`config.mk`:
```
export PLATFORM = sky130hd
export DESIGN_NAME = tty_line_discipline_unit_flat
export DESIGN_NICKNAME = d
export VERILOG_FILES = /design/src/hdl/ttyld_pkg.sv /design/src/hdl/ttyld_if.sv /design/src/hdl/ttyld_front.sv /design/src/hdl/ttyld_queue.sv /design/src/hdl/ttyld_back.sv /design/src/hdl/tty_line_discipline_unit.sv /design/src/flat_wrapper.sv
export SDC_FILE = /design/constraint.sdc
export NUM_CORES = 1
export LEC_CHECK = 0
export ABC_AREA = 0
export BUFFER_PORTS_ARGS = -buffer_cell sky130_fd_sc_hd__buf_2
export CORE_UTILIZATION = 60
export CTS_CLUSTER_DIAMETER = 200
export CTS_CLUSTER_SIZE = 8
export DETAILED_ROUTE_END_ITERATION = 8
export PLACE_DENSITY = 0.83
export SYNTH_ARGS = -nofsm -noshare
export SYNTH_HDL_FRONTEND = slang
export SYNTH_SLANG_ARGS = --single-unit
```
`constraint.sdc`:
```
create_clock -name i_clk -period 5.19 [get_ports i_clk]
set_clock_uncertainty 0.2 [all_clocks]
set_input_delay 1.038 -clock i_clk [delete_from_list [all_inputs] [get_ports i_clk]]
set_output_delay 1.038 -clock i_clk [all_outputs]
set_load 0.1 [all_outputs]
```
`src/hdl/ttyld_pkg.sv`:
```
// Shared types and constants for the tty line discipline block.
// No dependencies; compiled first.
`default_nettype none

package ttyld_pkg;

    localparam int unsigned MAX_READ_LEN_DEF = 4096;
    localparam int unsigned QUEUE_DEPTH      = 4;

    localparam int CMD_W     = 2;
    localparam int CHAR_W    = 8;
    localparam int IDX_W     = 12;
    localparam int CNT_W     = 13;
    localparam int KIND_W    = 2;
    localparam int CFG_IDX_W = 3;

    typedef enum logic [CMD_W-1:0] {
        CMD_KEY   = 2'd0,
        CMD_HOST  = 2'd1,
        CMD_START = 2'd2
    } t_cmd;

    typedef enum logic [KIND_W-1:0] {
        KIND_CONSOLE  = 2'd0,
        KIND_STORE    = 2'd1,
        KIND_COMPLETE = 2'd2
    } t_kind;

    typedef enum logic [CFG_IDX_W-1:0] {
        CFG_EXPAND_LF = 3'd0,
        CFG_MAP_CR    = 3'd1,
        CFG_ECHO      = 3'd2,
        CFG_RAW_BS    = 3'd3,
        CFG_LINE_MODE = 3'd4
    } t_cfg_idx;

    localparam logic [CHAR_W-1:0] CH_CR = 8'd13;
    localparam logic [CHAR_W-1:0] CH_LF = 8'd10;
    localparam logic [CHAR_W-1:0] CH_BS = 8'd8;

    // job mask bits, emitted lowest first
    localparam int JOB_ECHO_CR = 0;
    localparam int JOB_ECHO    = 1;
    localparam int JOB_STORE   = 2;
    localparam int JOB_DONE    = 3;
    localparam int JOB_BITS    = 4;

    typedef struct packed {
        logic [JOB_BITS-1:0] mask;
        logic [CHAR_W-1:0]   ch;
        logic [IDX_W-1:0]    idx;
        logic [CNT_W-1:0]    cnt;
    } t_job;

    typedef struct packed {
        logic push;
        t_job job;
    } t_push;

    typedef struct packed {
        logic expand_lf;
        logic map_cr;
        logic echo;
        logic raw_bs;
        logic line_mode;
    } t_cfg;

endpackage

`default_nettype wire

```
`src/hdl/ttyld_if.sv`:
```
// Channel interfaces for the tty line discipline: request, result, config write.
// Depends on ttyld_pkg for field widths.
`default_nettype none

interface ttyld_in_if;
    logic                          valid;
    logic                          ready;
    logic [ttyld_pkg::CMD_W-1:0]   command;
    logic [ttyld_pkg::CHAR_W-1:0]  data_byte;
    logic [ttyld_pkg::CNT_W-1:0]   request_length;
    modport source (output valid, command, data_byte, request_length, input ready);
    modport sink   (input valid, command, data_byte, request_length, output ready);
endinterface

interface ttyld_out_if;
    logic                          valid;
    logic                          ready;
    logic [ttyld_pkg::KIND_W-1:0]  kind;
    logic [ttyld_pkg::CHAR_W-1:0]  char_out;
    logic [ttyld_pkg::IDX_W-1:0]   store_index;
    logic [ttyld_pkg::CNT_W-1:0]   read_count;
    logic                          last;
    modport source (output valid, kind, char_out, store_index, read_count, last,
                    input ready);
    modport sink   (input valid, kind, char_out, store_index, read_count, last,
                    output ready);
endinterface

interface ttyld_cfg_if;
    logic                             valid;
    logic                             ready;
    logic [ttyld_pkg::CFG_IDX_W-1:0]  index;
    logic                             data;
    modport source (output valid, index, data, input ready);
    modport sink   (input valid, index, data, output ready);
endinterface

`default_nettype wire

```
`src/hdl/ttyld_front.sv`:
```
// Front end: config registers, read state, and classification of each request
// into a job mask. Depends on ttyld_pkg and ttyld_if.
`default_nettype none

module ttyld_front #(
    parameter int unsigned MAX_READ_LEN = ttyld_pkg::MAX_READ_LEN_DEF
) (
    input  wire logic        i_clk,
    input  wire logic        i_rst_n,
    ttyld_in_if.sink         i_req,
    ttyld_cfg_if.sink        i_cfg,
    input  wire logic        i_q_full,
    output ttyld_pkg::t_push o_push
);

    localparam int CW = $clog2(MAX_READ_LEN + 1);

    ttyld_pkg::t_cfg r_cfg;
    logic            r_active, n_active;
    logic [CW-1:0]   r_count, n_count;
    logic [CW-1:0]   r_limit, n_limit;

    logic                          accept;
    logic [ttyld_pkg::CHAR_W-1:0]  key;
    logic [CW-1:0]                 req_sat;
    logic [CW-1:0]                 cnt_inc;
    logic                          erase;
    logic                          done;

    assign i_req.ready = !i_q_full;
    assign i_cfg.ready = 1'b1;
    assign accept      = i_req.valid && !i_q_full;

    always_ff @(posedge i_clk) begin
        if (!i_rst_n) begin
            r_cfg.expand_lf <= 1'b1;
            r_cfg.map_cr    <= 1'b1;
            r_cfg.echo      <= 1'b1;
            r_cfg.raw_bs    <= 1'b0;
            r_cfg.line_mode <= 1'b0;
        end else if (i_cfg.valid) begin
            case (i_cfg.index)
                ttyld_pkg::CFG_EXPAND_LF: r_cfg.expand_lf <= i_cfg.data;
                ttyld_pkg::CFG_MAP_CR:    r_cfg.map_cr    <= i_cfg.data;
                ttyld_pkg::CFG_ECHO:      r_cfg.echo      <= i_cfg.data;
                ttyld_pkg::CFG_RAW_BS:    r_cfg.raw_bs    <= i_cfg.data;
                ttyld_pkg::CFG_LINE_MODE: r_cfg.line_mode <= i_cfg.data;
                default: ;
            endcase
        end
    end

    always_comb begin
        if (32'(i_req.request_length) > 32'(MAX_READ_LEN)) begin
            req_sat = CW'(MAX_READ_LEN);
        end else begin
            req_sat = CW'(i_req.request_length);
        end
        key = (i_req.data_byte == ttyld_pkg::CH_CR && r_cfg.map_cr) ?
              ttyld_pkg::CH_LF : i_req.data_byte;
        cnt_inc = r_count + CW'(1);
        erase = (key == ttyld_pkg::CH_BS) && (r_count != '0) && !r_cfg.raw_bs;
        done  = (cnt_inc >= r_limit) || (key == ttyld_pkg::CH_LF && r_cfg.line_mode);

        n_active = r_active;
        n_count  = r_count;
        n_limit  = r_limit;
        o_push   = '0;
        o_push.job.ch = i_req.data_byte;

        if (accept) begin
            case (i_req.command)
                ttyld_pkg::CMD_START: begin
                    n_count = '0;
                    if (req_sat == '0) begin
                        n_active = 1'b0;
                        n_limit  = '0;
                        o_push.job.mask[ttyld_pkg::JOB_DONE] = 1'b1;
                    end else begin
                        n_active = 1'b1;
                        n_limit  = req_sat;
                    end
                end
                ttyld_pkg::CMD_HOST: begin
                    o_push.job.mask[ttyld_pkg::JOB_ECHO] = 1'b1;
                    o_push.job.mask[ttyld_pkg::JOB_ECHO_CR] =
                        (i_req.data_byte == ttyld_pkg::CH_LF) && r_cfg.expand_lf;
                end
                ttyld_pkg::CMD_KEY: begin
                    if (r_active) begin
                        o_push.job.ch = key;
                        o_push.job.mask[ttyld_pkg::JOB_ECHO] = r_cfg.echo;
                        o_push.job.mask[ttyld_pkg::JOB_ECHO_CR] =
                            r_cfg.echo && (key == ttyld_pkg::CH_LF) && r_cfg.expand_lf;
                        if (erase) begin
                            n_count = r_count - CW'(1);
                        end else begin
                            o_push.job.mask[ttyld_pkg::JOB_STORE] = 1'b1;
                            o_push.job.idx = ttyld_pkg::IDX_W'(r_count);
                            n_count = cnt_inc;
                            if (done) begin
                                o_push.job.mask[ttyld_pkg::JOB_DONE] = 1'b1;
                                o_push.job.cnt = ttyld_pkg::CNT_W'(cnt_inc);
                                n_active = 1'b0;
                            end
                        end
                    end
                end
                default: ;
            endcase
        end
        o_push.push = o_push.job.mask != '0;
    end

    always_ff @(posedge i_clk) begin
        if (!i_rst_n) begin
            r_active <= 1'b0;
            r_count  <= '0;
            r_limit  <= '0;
        end else begin
            r_active <= n_active;
            r_count  <= n_count;
            r_limit  <= n_limit;
        end
    end

endmodule

`default_nettype wire

```
`src/hdl/ttyld_queue.sv`:
```
// Short job queue between front and back end.
// Depends on ttyld_pkg for the job type and depth.
`default_nettype none

module ttyld_queue (
    input  wire logic             i_clk,
    input  wire logic             i_rst_n,
    input  wire ttyld_pkg::t_push i_push,
    input  wire logic             i_pop,
    output logic                  o_full,
    output logic                  o_valid,
    output ttyld_pkg::t_job       o_job
);

    localparam int DEPTH = ttyld_pkg::QUEUE_DEPTH;
    localparam int PW    = $clog2(DEPTH);
    localparam int FW    = $clog2(DEPTH + 1);

    ttyld_pkg::t_job r_mem [DEPTH];
    logic [PW-1:0]   r_wr, r_rd;
    logic [FW-1:0]   r_fill;
    logic            do_push, do_pop;

    assign o_full  = r_fill == FW'(DEPTH);
    assign o_valid = r_fill != '0;
    assign o_job   = r_mem[r_rd];
    assign do_push = i_push.push && !o_full;
    assign do_pop  = i_pop && o_valid;

    always_ff @(posedge i_clk) begin
        if (do_push) begin
            r_mem[r_wr] <= i_push.job;
        end
    end

    always_ff @(posedge i_clk) begin
        if (!i_rst_n) begin
            r_wr   <= '0;
            r_rd   <= '0;
            r_fill <= '0;
        end else begin
            if (do_push) begin
                r_wr <= (r_wr == PW'(DEPTH - 1)) ? '0 : r_wr + PW'(1);
            end
            if (do_pop) begin
                r_rd <= (r_rd == PW'(DEPTH - 1)) ? '0 : r_rd + PW'(1);
            end
            r_fill <= r_fill + FW'(do_push) - FW'(do_pop);
        end
    end

endmodule

`default_nettype wire

```
`src/hdl/ttyld_back.sv`:
```
// Back end: expands each job into console, store and complete results, one per
// cycle unless stalled, into a result register. Depends on ttyld_pkg, ttyld_if.
`default_nettype none

module ttyld_back (
    input  wire logic            i_clk,
    input  wire logic            i_rst_n,
    input  wire logic            i_q_valid,
    input  wire ttyld_pkg::t_job i_q_job,
    output logic                 o_pop,
    ttyld_out_if.source          o_rsp
);

    localparam int NB = ttyld_pkg::JOB_BITS;

    ttyld_pkg::t_job             r_job, n_job;
    logic [NB-1:0]               r_pend, n_pend;
    logic [NB-1:0]               low, rem;
    logic                        adv;

    logic                          r_valid;
    logic [ttyld_pkg::KIND_W-1:0]  r_kind;
    logic [ttyld_pkg::CHAR_W-1:0]  r_char;
    logic [ttyld_pkg::IDX_W-1:0]   r_idx;
    logic [ttyld_pkg::CNT_W-1:0]   r_cnt;
    logic                          r_last;

    assign adv = !r_valid || o_rsp.ready;
    assign low = r_pend & (~r_pend + NB'(1));
    assign rem = r_pend & ~low;

    always_comb begin
        n_pend = adv ? rem : r_pend;
        n_job  = r_job;
        o_pop  = (n_pend == '0) && i_q_valid;
        if (o_pop) begin
            n_pend = i_q_job.mask;
            n_job  = i_q_job;
        end
    end

    always_ff @(posedge i_clk) begin
        r_job <= n_job;
        if (adv) begin
            r_last <= rem == '0;
            r_kind <= ttyld_pkg::KIND_CONSOLE;
            r_char <= '0;
            r_idx  <= '0;
            r_cnt  <= '0;
            if (r_pend[ttyld_pkg::JOB_ECHO_CR]) begin
                r_char <= ttyld_pkg::CH_CR;
            end else if (r_pend[ttyld_pkg::JOB_ECHO]) begin
                r_char <= r_job.ch;
            end else if (r_pend[ttyld_pkg::JOB_STORE]) begin
                r_kind <= ttyld_pkg::KIND_STORE;
                r_char <= r_job.ch;
                r_idx  <= r_job.idx;
            end else begin
                r_kind <= ttyld_pkg::KIND_COMPLETE;
                r_cnt  <= r_job.cnt;
            end
        end
    end

    always_ff @(posedge i_clk) begin
        if (!i_rst_n) begin
            r_pend  <= '0;
            r_valid <= 1'b0;
        end else begin
            r_pend <= n_pend;
            if (adv) begin
                r_valid <= r_pend != '0;
            end
        end
    end

    assign o_rsp.valid       = r_valid;
    assign o_rsp.kind        = r_kind;
    assign o_rsp.char_out    = r_char;
    assign o_rsp.store_index = r_idx;
    assign o_rsp.read_count  = r_cnt;
    assign o_rsp.last        = r_last;

endmodule

`default_nettype wire

```
`src/hdl/tty_line_discipline_unit.sv`:
```
// Canonical-input tty line discipline for one terminal: top level.
// Depends on ttyld_pkg, ttyld_if, ttyld_front, ttyld_queue, ttyld_back.
//
// Requests are taken one per cycle while the four-entry job queue has room;
// the front end updates the read state at once, so requests may follow back
// to back. Each request yields zero to four results (echo CR, echo or host
// character, buffer store, read complete) which the back end sends one per
// cycle while output is not stalled, through a registered output stage;
// in an idle block the first result of a request passes through the job
// queue, the back end pending register and the output stage. Config writes
// are always ready and should be issued only while no results are outstanding.
`default_nettype none

module tty_line_discipline_unit #(
    parameter int unsigned MAX_READ_LEN = ttyld_pkg::MAX_READ_LEN_DEF
) (
    input  wire logic   i_clk,
    input  wire logic   i_rst_n,
    ttyld_in_if.sink    i_req,
    ttyld_cfg_if.sink   i_cfg,
    ttyld_out_if.source o_rsp
);

    ttyld_pkg::t_push push;
    ttyld_pkg::t_job  q_job;
    logic             q_full, q_valid, q_pop;

    ttyld_front #(
        .MAX_READ_LEN (MAX_READ_LEN)
    ) u_front (
        .i_clk    (i_clk),
        .i_rst_n  (i_rst_n),
        .i_req    (i_req),
        .i_cfg    (i_cfg),
        .i_q_full (q_full),
        .o_push   (push)
    );

    ttyld_queue u_queue (
        .i_clk   (i_clk),
        .i_rst_n (i_rst_n),
        .i_push  (push),
        .i_pop   (q_pop),
        .o_full  (q_full),
        .o_valid (q_valid),
        .o_job   (q_job)
    );

    ttyld_back u_back (
        .i_clk     (i_clk),
        .i_rst_n   (i_rst_n),
        .i_q_valid (q_valid),
        .i_q_job   (q_job),
        .o_pop     (q_pop),
        .o_rsp     (o_rsp)
    );

endmodule

`default_nettype wire

```
`src/flat_wrapper.sv`:
```
// flat-port wrapper written by rule: the top's interface ports become plain ports
module tty_line_discipline_unit_flat 
#(
    parameter int unsigned MAX_READ_LEN = ttyld_pkg::MAX_READ_LEN_DEF
)
  (i_clk, i_rst_n, i_req_valid, i_req_command, i_req_data_byte, i_req_request_length, i_req_ready, i_cfg_valid, i_cfg_index, i_cfg_data, i_cfg_ready, o_rsp_valid, o_rsp_kind, o_rsp_char_out, o_rsp_store_index, o_rsp_read_count, o_rsp_last, o_rsp_ready);
  ttyld_in_if i_req_i ();
  ttyld_cfg_if i_cfg_i ();
  ttyld_out_if o_rsp_i ();
  input  wire logic i_clk;
  input  wire logic i_rst_n;
  input wire logic [$bits(i_req_i.valid)-1:0] i_req_valid;
  input wire logic [$bits(i_req_i.command)-1:0] i_req_command;
  input wire logic [$bits(i_req_i.data_byte)-1:0] i_req_data_byte;
  input wire logic [$bits(i_req_i.request_length)-1:0] i_req_request_length;
  output wire logic [$bits(i_req_i.ready)-1:0] i_req_ready;
  input wire logic [$bits(i_cfg_i.valid)-1:0] i_cfg_valid;
  input wire logic [$bits(i_cfg_i.index)-1:0] i_cfg_index;
  input wire logic [$bits(i_cfg_i.data)-1:0] i_cfg_data;
  output wire logic [$bits(i_cfg_i.ready)-1:0] i_cfg_ready;
  output wire logic [$bits(o_rsp_i.valid)-1:0] o_rsp_valid;
  output wire logic [$bits(o_rsp_i.kind)-1:0] o_rsp_kind;
  output wire logic [$bits(o_rsp_i.char_out)-1:0] o_rsp_char_out;
  output wire logic [$bits(o_rsp_i.store_index)-1:0] o_rsp_store_index;
  output wire logic [$bits(o_rsp_i.read_count)-1:0] o_rsp_read_count;
  output wire logic [$bits(o_rsp_i.last)-1:0] o_rsp_last;
  input wire logic [$bits(o_rsp_i.ready)-1:0] o_rsp_ready;
  assign i_req_i.valid = i_req_valid;
  assign i_req_i.command = i_req_command;
  assign i_req_i.data_byte = i_req_data_byte;
  assign i_req_i.request_length = i_req_request_length;
  assign i_req_ready = i_req_i.ready;
  assign i_cfg_i.valid = i_cfg_valid;
  assign i_cfg_i.index = i_cfg_index;
  assign i_cfg_i.data = i_cfg_data;
  assign i_cfg_ready = i_cfg_i.ready;
  assign o_rsp_valid = o_rsp_i.valid;
  assign o_rsp_kind = o_rsp_i.kind;
  assign o_rsp_char_out = o_rsp_i.char_out;
  assign o_rsp_store_index = o_rsp_i.store_index;
  assign o_rsp_read_count = o_rsp_i.read_count;
  assign o_rsp_last = o_rsp_i.last;
  assign o_rsp_i.ready = o_rsp_ready;
  tty_line_discipline_unit #(.MAX_READ_LEN(MAX_READ_LEN)) u_core (.i_clk(i_clk), .i_rst_n(i_rst_n), .i_req(i_req_i), .i_cfg(i_cfg_i), .o_rsp(o_rsp_i));
endmodule
```
==> summary.md, run 1 <==
| Metric | Value |
|---|---|
| Status | `completed` |
| Global Route Usage Sum | `24.69%` |
| Min Hold Slack | `289.7 ps` |
| Antenna violations before repair | `0` |
| Fin. Hold Viols | `0` |
| Clock insertion delay at the later pin of the skew report | `around 500 ps` |
| Synthesized Nets | `roughly 760` |
| # IOs | `71` |
| Fillers | `~1100` |
| Cell family with most CP delay | `compound AO/OA/AOI/OAI gates` |
| Achievable Freq | `approximately 240 MHz` |
| Asr flop ratio synth | `0%` |
| Most frequent cells in the layout | `edfxtp_1, buf_2, nor2_1` |
| CTS Buffer Depth | `3` |
| Clock transition at path regs | `50 ps` |
| Minimum clock period | `between 4000 and 5000 ps` |
| Commonest non-fill, non-tap cell in the layout | `edfxtp_1` |
| Min-Delay Path Class | `reg -> reg` |
| WP buf/inv | `4` |
| Critical path's largest stage delay | `about 800 ps` |
| Final GP Congestion | `between 0.8 and 0.9` |
| RSZ-0062 raised after global routing | `false` |
| Worst path slowest cell | `o31ai_1` |
| H-tree depth | `2` |
| TritonCTS clock tree | `built` |
| DP Area | `11390 µm²` |
| Top FF cell, synth | `edfxtp_1` |
| Hold path start | `u_core.u_front.r_cfg[3]` |
| Die span in y | `~140 µm` |
| Slew @ Worst Pin | `1024 ps` |
| Vias post-DR | `6209` |
| Area of the mapped netlist | `approximately 11000 µm²` |
| R2r worst-path depth | `12` |
| Crit-path most repeated cell | `inv_1` |
| DP HPWL | `between 10000 and 15000 µm` |
| Register bit total from synthesis | `between 200 and 300` |
| Reg2reg start | `u_core.u_back.o_rsp.valid` |
| Max-capacitance violation count | `0` |
| Setup_tns | `0 ps` |
| Worst setup SP type | `input pin` |
| CTS buffer count | `38` |
| Nets | `approximately 840` |
| Pwr/cell area | `between 500 and 600 nW/µm²` |
| RR Endpoint | `u_core.u_queue.r_fill[2]` |
| Total gr overflow | `0` |
| Worst-path fanout max | `11` |
| Hold-fix buffers, CTS | `0` |
| Avg Inst Size Synth | `approximately 15 µm²` |
| Critical Path RT | `5370 ps` |
| Final setup fails | `0` |
| Starting Density | `62.24%` |
| Row Count | `48` |
| Dpl cells | `approximately 970` |
| Max Slew Vio Count | `0` |
| Root Buffer | `clkbuf_16` |
| Total clock sinks | `between 200 and 300` |
| Total Die Area | `approximately 19000 µm²` |
| Synth Warn # | `0` |
| WL/cell | `roughly 21 µm` |
| Antenna viol nets, final | `0` |
| Worst hold endpoint | `u_core.u_front.r_cfg[3]` |
| Sequential share of the synthesized area | `around 68%` |
| Netlist cell types | `63` |
| Synth-to-layout area growth | `14.56%` |
| Dpl ws | `approximately 760 ps` |
| Worst setup margin | `around 1000 ps` |
| Share of cells above drive strength 1 | `22.70%` |
| Fin cells | `between 1000 and 1500` |
| Core area | `17540 µm²` |
| Leak | `~4.5 nW` |
| Post_cts resized | `0` |
| Hold path depth | `2` |
| Antenna diodes | `0` |
| Crit path depth | `13` |
| Post-synthesis cell count | `~710` |
| Arrival time worst endpoint | `4330 ps` |
| Final period util | `about four fifths` |
| Final wirelength | `about 22000 µm` |
| Total iterations of the first detailed-routing run | `5` |
| Vias in the first global route | `6354` |
| Reg2reg setup slack | `about 1300 ps` |
| DR vias/cell | `about 6.0` |
| VDD IR max | `approximately 600 µV` |
| DRC Markers | `0` |
| Die Span X | `136.9 µm` |
| Largest net degree at the start of global routing | `37` |
| DR iter-0 viols | `between 500 and 600` |
| Crit. End Element | `flop` |
| Crit path kind | `in -> reg` |
| Design area | `12500 µm²` |
| Post-CTS Setup Bufs | `0` |
| First-pass GRT wire length | `approximately 34000 µm` |
| PortBufs | `69` |
| Number of synthesized flops with an enable pin | `~220` |
| Max transition margin | `between 30% and 40%` |
| CP Cell Sequence | `buf_2 -> nor2b_1 -> a2111oi_0 -> o31ai_1 -> inv_1 -> ha_1 -> inv_1 -> ha_1 -> inv_1 -> fa_1 -> xor2_1 -> xnor2_1 -> nor2_1` |
-- area by class of cell --
class	count	area, µm²	share of cell area [%]
Sequential cell	263	7438	59.49
Multi-Input combinational cell	370	3119	24.94
Clock buffer	67	1081	8.645
Timing Repair Buffer	80	427.9	3.422
Tap cell	225	281.5	2.251
Inverter	33	123.9	0.9906
Clock inverter	2	32.53	0.2602
-- state kept, by name (all words and copies together), names as in the netlist, 3 cells and up, named ones only --
register                         count
u_core.u_queue.r_mem               148
u_core.u_back.r_job                 33
u_core.u_back.o_rsp.read_count      13
u_core.u_front.r_count              13
u_core.u_front.r_limit              13
u_core.u_back.o_rsp.store_index     12
u_core.u_back.o_rsp.char_out         8
u_core.u_front.r_cfg                 5
u_core.u_back.r_pend                 4
u_core.u_queue.r_fill                3
-- cells in the mapped netlist (4+ instances only) --
library cell	n	area, µm²
xor2_1	6	52.55
and2_1	43	269.0
nor2b_1	12	75.07
a22oi_1	9	67.56
a31oi_1	5	31.28
edfxtp_1	217	6516
dfxtp_1	46	920.9
mux2i_1	12	120.1
nand2_1	26	97.59
or3_1	5	31.28
a32o_1	4	40.04
xnor2_1	10	87.58
inv_1	30	112.6
o21ai_0	11	55.05
nand2b_1	5	31.28
nand4_1	6	37.54
clkbuf_1	19	71.32
o21ai_1	6	30.03
buf_2	12	60.06
nor2_1	54	202.7
a21oi_1	13	65.06
nand3_1	12	60.06
nor3_1	11	55.05
a22oi_2	4	50.05
mux4_2	37	833.3
ha_1	22	275.3
o31ai_1	5	37.54
buf_6	8	90.09
-- power breakdown --
group          switching [W]  leakage [nW]  internal, W
sequential          0.000165          2.49      0.00277
combinational        0.00157          1.50     0.000506
clock               0.000845         0.527      0.00140
-- worst min-delay path: stages (launching register included) --
cell and delay [ps]:
dfxtp_1 330, mux2i_1 70, nand2_1 60
-- worst max-delay path by stage --
stage                               from                        to  slack, ps
2_1_floorplan  u_core.u_back.o_rsp.valid  u_core.u_queue.r_fill[2]       1050
3_3_place_gp          i_req_data_byte[4]  u_core.u_queue.r_fill[2]        930
3_5_place_dp          i_req_data_byte[4]  u_core.u_queue.r_fill[2]        760
4_1_cts                      o_rsp_ready  u_core.u_queue.r_fill[2]       1150
5_1_grt                      o_rsp_ready  u_core.u_queue.r_fill[2]        840
6_report                     o_rsp_ready  u_core.u_queue.r_fill[2]       1040
-- per-layer routing --
layer	track usage, %	routed length, µm	vias to the layer above
li1	-	-	2829
met1	32.24	8917	3068
met2	41.12	10900	264
met3	4.704	1384	48
met4	9.768	550	0
met5	0	0	-
-- metrics by stage --
step / util [%] / power, W
after floorplan: - / 0.004625
after global placement: 64.95 / 0.004934
after detailed placement: 64.95 / 0.005018
after CTS: 71.30 / 0.007312
after global routing: 71.30 / 0.007529
final: 71.30 / 0.007254
-- logic make-up (layout without fill, tap and decap cells) --
group,Yosys count,after routing,synth area share (%)
other cells,1,1,0.03435
fa+ha+maj,25,25,2.889
buf+inv,75,182,3.336
xor+xnor,16,16,1.284
flops,263,263,68.13
mux,49,49,8.735
simple gates,207,207,10.95
compound gates,72,72,4.642
Power figures use the tool's default switching activity.
==> inputs of run 2 (changes only) <==
Settings changed: CORE_UTILIZATION 60 to 54, PLACE_DENSITY 0.83 to 0.79.
Clock period 5.19 ns to 3.8 ns, I/O delays scaled along.
==> run 2 against run 1 <==
Against the previous run:
- first-iteration DRC count fell by 11%
- critical endpoint is now u_core.u_queue.r_mem[0][6]
- hold slack got worse by 3.6 ps
- sequential share of layout area fell by 1.1 points
- largest cell class unchanged
- via count fell by 0.35%
==> summary.md, run 2 (synthesized netlist as in run 1, its figures left out) <==
| Metric | Value |
|---|---|
| Status | `completed` |
| Dpl ws | `-17.13 ps (-776.8 ps)` |
| DRC Markers | `0 (unchanged)` |
| Antenna violations before repair | `0 (unchanged)` |
| Row Count | `51 (+6.3%)` |
| Commonest non-fill, non-tap cell in the layout | `edfxtp_1` |
| Max reg flops | `148 (unchanged)` |
| Worst setup margin | `246.1 ps (-794.1 ps)` |
| Crit path kind | `reg -> reg` |
| Top flop regs | `u_core.u_queue.r_mem (148), u_core.u_back.r_job (33)` |
| DR vias/cell | `5.645 (-5.4%)` |
| Post_cts resized | `0 (unchanged)` |
| CTS buffer count | `38 (unchanged)` |
| Share of cells above drive strength 1 | `24.43% (+1.7 points)` |
| Storage element area | `7440 µm² (about the same)` |
| DR iter-0 viols | `453 (-11%)` |
| WL/cell | `18.93 µm (-9.5%)` |
| DP HPWL | `12740 µm (-2.3%)` |
| Minimum clock period | `approximately 3600 ps` |
| Worst setup SP type | `flop` |
| Final cell utilization of the core | `64.80% (-6.5 points)` |
| Max Slew Vio Count | `0 (unchanged)` |
| RSZ-0062 raised after global routing | `false` |
| Pwr/cell area | `779.4 nW/µm² (+34%)` |
| Crit. End Element | `flop` |
| Hold-fix buffers, CTS | `0 (unchanged)` |
| Total iterations of the first detailed-routing run | `6 (+1)` |
| R2r worst-path depth | `14 (+2)` |
| Fillers | `1359 (+23%)` |
| VDD IR max | `384.1 µV (-36%)` |
| Internal power | `0.006423 W (+37%)` |
| Min-Delay Path Class | `reg -> reg` |
| Die Span X | `144.2 µm (+5.3%)` |
| Arrival time worst endpoint | `3570 ps (-760 ps)` |
| Clock Power Share | `31.1% (about the same)` |
| Max-capacitance violation count | `0 (unchanged)` |
| Vias in the first global route | `6373 (+0.30%)` |
| Max transition margin | `35.11% (+3.7 points)` |
| Achievable Freq | `281.4 MHz` |
| Fin. Hold Viols | `0 (unchanged)` |
| Critical Path RT | `3820 ps (-1550 ps)` |
| CTS Buffer Depth | `3 (unchanged)` |
| Largest net degree at the start of global routing | `38 (+2.7%)` |
| Starting Density | `55.54% (-6.7 points)` |
| Top reg by flops | `u_core.u_queue.r_mem` |
| Final period util | `between 90% and 100%` |
| Setup_tns | `0 ps (unchanged)` |
| Nets | `856 (+1.8%)` |
| Root Buffer | `clkbuf_16` |
| Final GP Congestion | `0.8923 (-0.77%)` |
| Combinational power share | `29.0% (+0.4 points)` |
| Most frequent cells in the layout | `edfxtp_1, buf_2, nor2_1` |
| TritonCTS clock tree | `built` |
| Design area | `12740 µm² (+1.9%)` |
| Dpl cells | `1026 (+5.7%)` |
| Clock transition at path regs | `50 ps (about the same)` |
| Total gr overflow | `0 (unchanged)` |
| # IOs | `71 (unchanged)` |
| DP Area | `11620 µm² (+2.0%)` |
| Leak | `4.606 nW (+1.8%)` |
| Final setup fails | `0 (unchanged)` |
| Share of power burned in registers | `39.9% (-0.5 points)` |
| Slew @ Worst Pin | `969.1 ps (-54.57 ps)` |
| H-tree depth | `2 (unchanged)` |
| Antenna viol nets, final | `0 (unchanged)` |
| PortBufs | `69 (unchanged)` |
| Fin cells | `1096 (+5.4%)` |
| Clock insertion delay at the later pin of the skew report | `520 ps (about the same)` |
| Final wirelength | `20750 µm (-4.6%)` |
| Area of the multi-input gates | `3133 µm² (+0.44%)` |
| Synth-to-layout area growth | `16.68%` |
| Total Die Area | `20790 µm² (+11%)` |
| Hold path depth | `2 (unchanged)` |
| Switch Pwr | `0.003504 W (+36%)` |
| Core area | `19650 µm² (+12%)` |
| Total clock sinks | `263 (unchanged)` |
| Worst-path fanout max | `14 (+3)` |
| Antenna diodes | `0 (unchanged)` |
| Switching share of total power | `35.30% (-0.24 points)` |
| Die span in y | `144.2 µm (+5.3%)` |
| Vias post-DR | `6187 (-0.35%)` |
| Post-CTS Setup Bufs | `0 (unchanged)` |
| First-pass GRT wire length | `33280 µm (-2.6%)` |
| Global Route Usage Sum | `21.36% (-3.3 points)` |
-- run 2: cell type report --
| cell class | count | share of cell area (%) |
|---|---|---|
| inverters | 33 | 1.002 |
| multi-input cells | 370 | 24.60 |
| well taps | 265 | 2.603 |
| clock inverters | 2 | 0.2260 |
| flip-flops and latches | 263 | 58.41 |
| clock buffers | 68 | 8.518 |
| repair buffers | 95 | 4.637 |
-- run 2: per-layer routing --
metal | vias to the layer above | GRT usage [%] | part of all wire [%]
li1 | 2862 | - | -
met1 | 3082 | 27.84 | 43
met2 | 208 | 35.62 | 50
met3 | 35 | 4.172 | 5.2
met4 | 0 | 8.089 | 2.1
met5 | - | 0 | 0
-- run 2: worst max-delay path, stage by stage, from the launching register on --
cell	delay [ps]
dfxtp_1	480
ha_1	270
nand3_1	150
nor2_1	280
nand4_1	150
xor2_1	260
inv_1	80
ha_1	330
a21oi_1	140
o21ai_0	110
a31oi_1	190
o21ai_0	140
o21ai_1	130
buf_4	220
nor2_1	130
-- run 2: final timing paths --
kind | startpoint | end | slack, ps
hold / removal | u_core.u_front.r_cfg[2] | u_core.u_front.r_cfg[2] | 290
setup / recovery | u_core.u_front.r_count[1] | u_core.u_queue.r_mem[0][6] | 250
hold reg to reg | u_core.u_front.r_cfg[2] | u_core.u_front.r_cfg[2] | 290
setup reg to reg | u_core.u_front.r_count[1] | u_core.u_queue.r_mem[0][6] | 250
-- run 2: power by group through the flow --
stage               clock network (W)  logic, W  registers, W
floorplan                           0   0.00115       0.00520
global placement                    0   0.00282       0.00398
detailed placement                  0   0.00289       0.00401
CTS                           0.00314   0.00291       0.00397
global route                  0.00327   0.00305       0.00401
finish                        0.00309   0.00288       0.00396
-- run 2: per-stage QoR --
stage | power [W] | hold WS, ps
2_1_floorplan | 0.006352 | 232.8
3_3_place_gp | 0.006801 | 258.2
3_5_place_dp | 0.006903 | 269.8
4_1_cts | 0.01002 | 276.3
5_1_grt | 0.01033 | 279.1
6_report | 0.009927 | 286.1
